File: src/rtl/hm_pkg.sv
// ----------------------------------------------------------------------------
// hm_pkg
// Shared types, sizes and hash helpers for the linear probing hash map.
// ----------------------------------------------------------------------------
package hm_pkg;

  localparam int INIT_SLOTS = 8;
  localparam int MAX_SLOTS  = 256;
  localparam int KEY_BYTES  = 8;
  localparam int SLOT_W     = $clog2(MAX_SLOTS);
  localparam int CNT_W      = $clog2(MAX_SLOTS + 1);
  localparam int ADDR_W     = SLOT_W + 1;
  localparam int IN_W       = 104;
  localparam int OUT_W      = 56;

  typedef enum logic [1:0] {
    CMD_PUT = 2'd0,
    CMD_GET = 2'd1,
    CMD_REM = 2'd2,
    CMD_NOP = 2'd3
  } cmd_t;

  typedef enum logic [2:0] {
    ST_INSERTED = 3'd0,
    ST_UPDATED  = 3'd1,
    ST_FOUND    = 3'd2,
    ST_NOTFOUND = 3'd3,
    ST_REMOVED  = 3'd4,
    ST_FULL     = 3'd5
  } status_t;

  typedef enum logic [1:0] {
    MARK_EMPTY = 2'd0,
    MARK_LIVE  = 2'd1,
    MARK_TOMB  = 2'd2,
    MARK_RSVD  = 2'd3
  } mark_t;

  typedef struct packed {
    cmd_t              cmd;
    logic [63:0]       key;
    logic [31:0]       value;
    logic [SLOT_W-1:0] hash;
  } hm_item_t;

  function automatic logic [63:0] clean_key(input logic [63:0] k);
    logic [63:0] r;
    logic        done;
    r    = '0;
    done = 1'b0;
    for (int i = 0; i < 8; i++) begin
      if (i >= KEY_BYTES || k[8*i +: 8] == 8'd0) done = 1'b1;
      if (!done) r[8*i +: 8] = k[8*i +: 8];
    end
    return r;
  endfunction

  // low bits of djb2; key already cleaned
  function automatic logic [SLOT_W-1:0] hash_low(input logic [63:0] k);
    logic [SLOT_W-1:0] h;
    logic              done;
    h    = SLOT_W'(5381);
    done = 1'b0;
    for (int i = 0; i < 8; i++) begin
      if (k[8*i +: 8] == 8'd0) done = 1'b1;
      if (!done) h = SLOT_W'(h * 33 + int'(k[8*i +: 8]));
    end
    return h;
  endfunction

endpackage

File: src/rtl/hm_front.sv
// ----------------------------------------------------------------------------
// hm_front
// Accepts request words, cleans the key, hashes it and queues the item.
// ----------------------------------------------------------------------------
module hm_front (
  input  logic                 clk,
  input  logic                 rst,
  input  logic                 s_tvalid,
  output logic                 s_tready,
  input  logic [hm_pkg::IN_W-1:0] s_tdata,  // cmd[1:0], key[65:2], value[97:66]
  input  logic                 clearing,
  output logic                 q_valid,
  input  logic                 q_ready,
  output hm_pkg::hm_item_t     q_item
);
  import hm_pkg::*;

  hm_item_t   q [2];
  logic       wr_ptr;
  logic       rd_ptr;
  logic [1:0] cnt;
  logic       push;
  logic       pop;
  hm_item_t   item_in;
  logic [63:0] key_c;

  assign key_c         = clean_key(s_tdata[65:2]);
  assign item_in.cmd   = cmd_t'(s_tdata[1:0]);
  assign item_in.key   = key_c;
  assign item_in.value = s_tdata[97:66];
  assign item_in.hash  = hash_low(key_c);

  assign s_tready = (cnt != 2'd2) && !clearing;
  assign q_valid  = (cnt != 2'd0);
  assign q_item   = q[rd_ptr];
  assign push     = s_tvalid && s_tready;
  assign pop      = q_valid && q_ready;

  always_ff @(posedge clk) begin
    if (push) q[wr_ptr] <= item_in;
    if (rst) begin
      wr_ptr <= 1'b0;
      rd_ptr <= 1'b0;
      cnt    <= 2'd0;
    end else begin
      if (push) wr_ptr <= ~wr_ptr;
      if (pop) rd_ptr <= ~rd_ptr;
      cnt <= cnt + 2'(push) - 2'(pop);
    end
  end

endmodule

File: config.mk
export PLATFORM = sky130hd
export DESIGN_NAME = hm_front
export DESIGN_NICKNAME = d
export VERILOG_FILES = /design/src/rtl/hm_pkg.sv /design/src/rtl/hm_front.sv
export SDC_FILE = /design/constraint.sdc
export NUM_CORES = 1
export LEC_CHECK = 0
export BUFFER_PORTS_ARGS = -buffer_cell sky130_fd_sc_hd__buf_2
export CAP_MARGIN = 15
export CELL_PAD_IN_SITES_DETAIL_PLACEMENT = 0
export CELL_PAD_IN_SITES_GLOBAL_PLACEMENT = 1
export CORE_MARGIN = 10
export CORE_UTILIZATION = 42
export DETAILED_ROUTE_END_ITERATION = 12
export GPL_ROUTABILITY_DRIVEN = 0
export PLACE_DENSITY_LB_ADDON = 0.1
export SYNTH_ARGS = -nofsm -noshare
export SYNTH_HDL_FRONTEND = slang
export SYNTH_SLANG_ARGS = --single-unit
File: constraint.sdc
create_clock -name clk -period 13.1 [get_ports clk]
set_input_delay 0 -clock clk [delete_from_list [all_inputs] [get_ports clk]]
set_output_delay 0 -clock clk [all_outputs]
set_load 0.005 [all_outputs]
==> results.sh <==
export IMPL_drive_gt1_share_pct=36.6
export IMPL_die_y_um=190
export IMPL_synthesis_nets=1137
export IMPL_setup_viol=0
export IMPL_cp_required_ps=13370
export IMPL_drv_cap=0
export IMPL_cts_max_path_buffers=3
export IMPL_clkSinkCount=217
export IMPL_rows=62
export IMPL_rsz0062_at_grt="false"
export IMPL_min_path_cells=4
export IMPL_crit_top_cell="ha_1"
export IMPL_ios=217
export IMPL_status="completed"
export IMPL_min_period_over_period_pct=95.1
export IMPL_slew_viol_final=0
export IMPL_final_core_util_pct=56.3
export IMPL_antenna_cells=0
export IMPL_yosys_warnings=0
export IMPL_avgSynthCellArea_um2=13.4
export IMPL_period_needed_ps=12460
export IMPL_cp_start_kind="primary input"
export IMPL_worstMarginPinSlew_ps=1030
export IMPL_fin_skew_ps=6.63
export IMPL_crit_path_top_delay_cell="dlygate4sd3_1"
export IMPL_via_count=8278
export IMPL_regArea_um2=6470
export IMPL_areaGrowthSynthToFinish_pct=32.7
export IMPL_numCtsBuffers=25
export IMPL_clock_latency_ps=530
export IMPL_crit_path_max_incr_delay_ps=550
export IMPL_synth_edf_count=212
export IMPL_synth_distinct_cells=50
export IMPL_drc=0
export IMPL_routed_via_density=4.88
export IMPL_grt_pass1_wl_mm=47.3
export IMPL_final_hold_violation_count=0
export IMPL_yosys_most_used_dff="edfxtp_1"
export IMPL_ant_nets=0
export IMPL_wl_mm=30.1
export IMPL_multiInputGateArea_um2=5520
export IMPL_grt_antenna_before_repair=0
export IMPL_crit_type="primary input to register"
export IMPL_reg2regPathDepth=4
export IMPL_h_tree_depth=1
export IMPL_die_area_um2=36000
export IMPL_cp_end_kind="register"
export IMPL_synth_cells=905
export IMPL_ys_ff_latch=217
export IMPL_crit_arrival_ps=12720
export IMPL_overflow=0
export IMPL_initial_utilization_pct=42.4
export IMPL_dr_pass1_iters=4
export IMPL_cp_max_fo=4
export IMPL_port_buffers=210
export IMPL_first_iter_violations=327
export IMPL_root_buffer="clkbuf_16"
export IMPL_max_slew_margin_pct=31.5
export IMPL_core_area_um2=28500
export IMPL_grt_pass1_vias=8734
export IMPL_tritoncts="yes"
export IMPL_wl_per_cell_um=17.7
export IMPL_fill_cells=2479
export IMPL_grt_max_degree=75
export IMPL_seq_area_frac_synth_pct=53.4
export IMPL_fin_nets=1525
export IMPL_netlist_area_um2=12100
export IMPL_async_flop_share_pct=0
export IMPL_die_w_um=190
export IMPL_clk_pin_slew_worst_paths_ps=60
export IMPL_hold_path_class="primary input to register"
export IMPL_hpwlAfterDp_mm=21.8
export IMPL_grtUsageTotal_pct=16.3
export IMPL_fmax_ghz=0.0803
-- stage by stage --
step | setup TNS, ps | setup slack (ps) | hold WS, ps | instances | cell area [um2]
2_1_floorplan | 0 | 10.9 | 39.8 | 905 | 12100
5_1_grt | 0 | 0.871 | 79.9 | 1696 | 16100
3_5_place_dp | -1380 | -691 | 191 | 1539 | 14100
4_1_cts | 0 | 61.2 | 15.4 | 1691 | 15900
6_report | 0 | 644 | 55.7 | 1696 | 16100
3_3_place_gp | -924 | -462 | 188 | 1539 | 14100
-- cell type report --
type | count | area share [%]
tap | 384 | 2.99
clock buffer | 34 | 4.23
timing repair buffer | 395 | 16.8
inverter | 37 | 0.864
clock inverter | 12 | 0.491
sequential | 217 | 40.3
multi-input combinational | 617 | 34.4
-- final timing paths --
check	startpoint	to	slack, ps
worst max-delay path	s_tdata[8]	q[0][7]	640
worst min-delay path	s_tdata[8]	q[1][55]	60
worst max register to register	cnt[0]	q[1][75]	10540
worst min register to register	rd_ptr	rd_ptr	510
-- cell usage after synthesis (3+ instances only) --
cell | n | area [um2]
inv_1 | 37 | 139
mux2i_1 | 13 | 130
nand2_1 | 44 | 165
nor2b_1 | 7 | 43.8
nor2_1 | 42 | 158
a21o_1 | 12 | 90.1
and2_1 | 37 | 231
and3_1 | 25 | 156
or2_2 | 4 | 25.0
o21ai_0 | 14 | 70.1
clkbuf_1 | 28 | 105
buf_2 | 6 | 30.0
a21oi_1 | 48 | 240
nor3_1 | 5 | 25.0
xor2_1 | 17 | 149
mux2_2 | 115 | 1290
xnor3_1 | 3 | 67.6
xnor2_1 | 47 | 412
o21a_1 | 5 | 37.5
nor4_1 | 12 | 75.1
dfxtp_1 | 5 | 100
o21bai_1 | 11 | 82.6
a31oi_1 | 3 | 18.8
ha_1 | 116 | 1450
edfxtp_1 | 212 | 6370
fa_1 | 7 | 140
a211oi_1 | 3 | 22.5
-- logic make-up (layout without fill, tap and decap cells) --
kind of cell,after synthesis,count (layout),share of synthesized area (%)
multiplexers,129,129,11.9
flip-flops,217,217,53.4
AND/OR/NAND/NOR,187,188,8.26
XOR/XNOR,69,69,5.52
buffers and inverters,72,478,2.29
adder cells (fa/ha/maj),123,123,13.1
AO/OA/AOI/OAI,108,108,5.48
-- worst max-delay path, delay by kind of cell --
kind	cells	cell delay (ps)
AO/OA/AOI/OAI	7	1100
XOR/XNOR	11	1850
adder cells (fa/ha/maj)	28	7950
buffers and inverters	4	880
multiplexers	2	480
AND/OR/NAND/NOR	5	400
-- state kept, by name, indices dropped and copies added (netlist names), named ones only --
signal and cells:
q 212, cnt 2, rd_ptr 1, wr_ptr 1
-- layer usage --
metal | vias up | GRT usage, % | routed length [um]
met5 | - | 0 | 0
met4 | 0 | 3.30 | 571
met3 | 40 | 2.91 | 1230
met2 | 155 | 28.4 | 15100
met1 | 3968 | 20.8 | 13200
li1 | 4115 | - | -
-- layout by cell type (no fill, tap or decap), types with 4 or more instances in the layout --
cell type | Yosys | final
nand2_1 | 44 | 45
o21ai_0 | 14 | 13
buf_2 | 6 | 210
a21o_1 | 12 | 12
clkinv_1 | 0 | 5
nor3_1 | 5 | 5
or2_2 | 4 | 4
buf_4 | 0 | 82
inv_1 | 37 | 37
xor2_1 | 17 | 17
ha_1 | 116 | 109
mux2_2 | 115 | 115
nor2_1 | 42 | 39
nor4_1 | 12 | 12
clkbuf_1 | 28 | 7
and2_1 | 37 | 34
clkbuf_16 | 0 | 25
ha_4 | 0 | 7
dlygate4sd3_1 | 0 | 102
o21bai_1 | 11 | 11
fa_1 | 7 | 7
edfxtp_1 | 212 | 212
and3_1 | 25 | 24
a21oi_1 | 48 | 46
xnor2_1 | 47 | 46
mux2i_1 | 13 | 13
nor2b_1 | 7 | 7
o21a_1 | 5 | 5
dfxtp_1 | 5 | 4
-- timing repair --
| item | 4_1_cts | 5_1_grt |
|---|---|---|
| pin swaps | 2 | 10 |
| endpoints found under the setup margin | 2 | 2 |
| setup buffers | 3 | 5 |
| gates cloned | 1 | 0 |
| gates resized for setup | 2 | 16 |
| endpoints found under the hold margin | 199 | 0 |
| hold buffers | 102 | 0 |
Power is not shown: default switching activity piles up to over one toggle a cycle in this logic, so the estimate is an artifact.
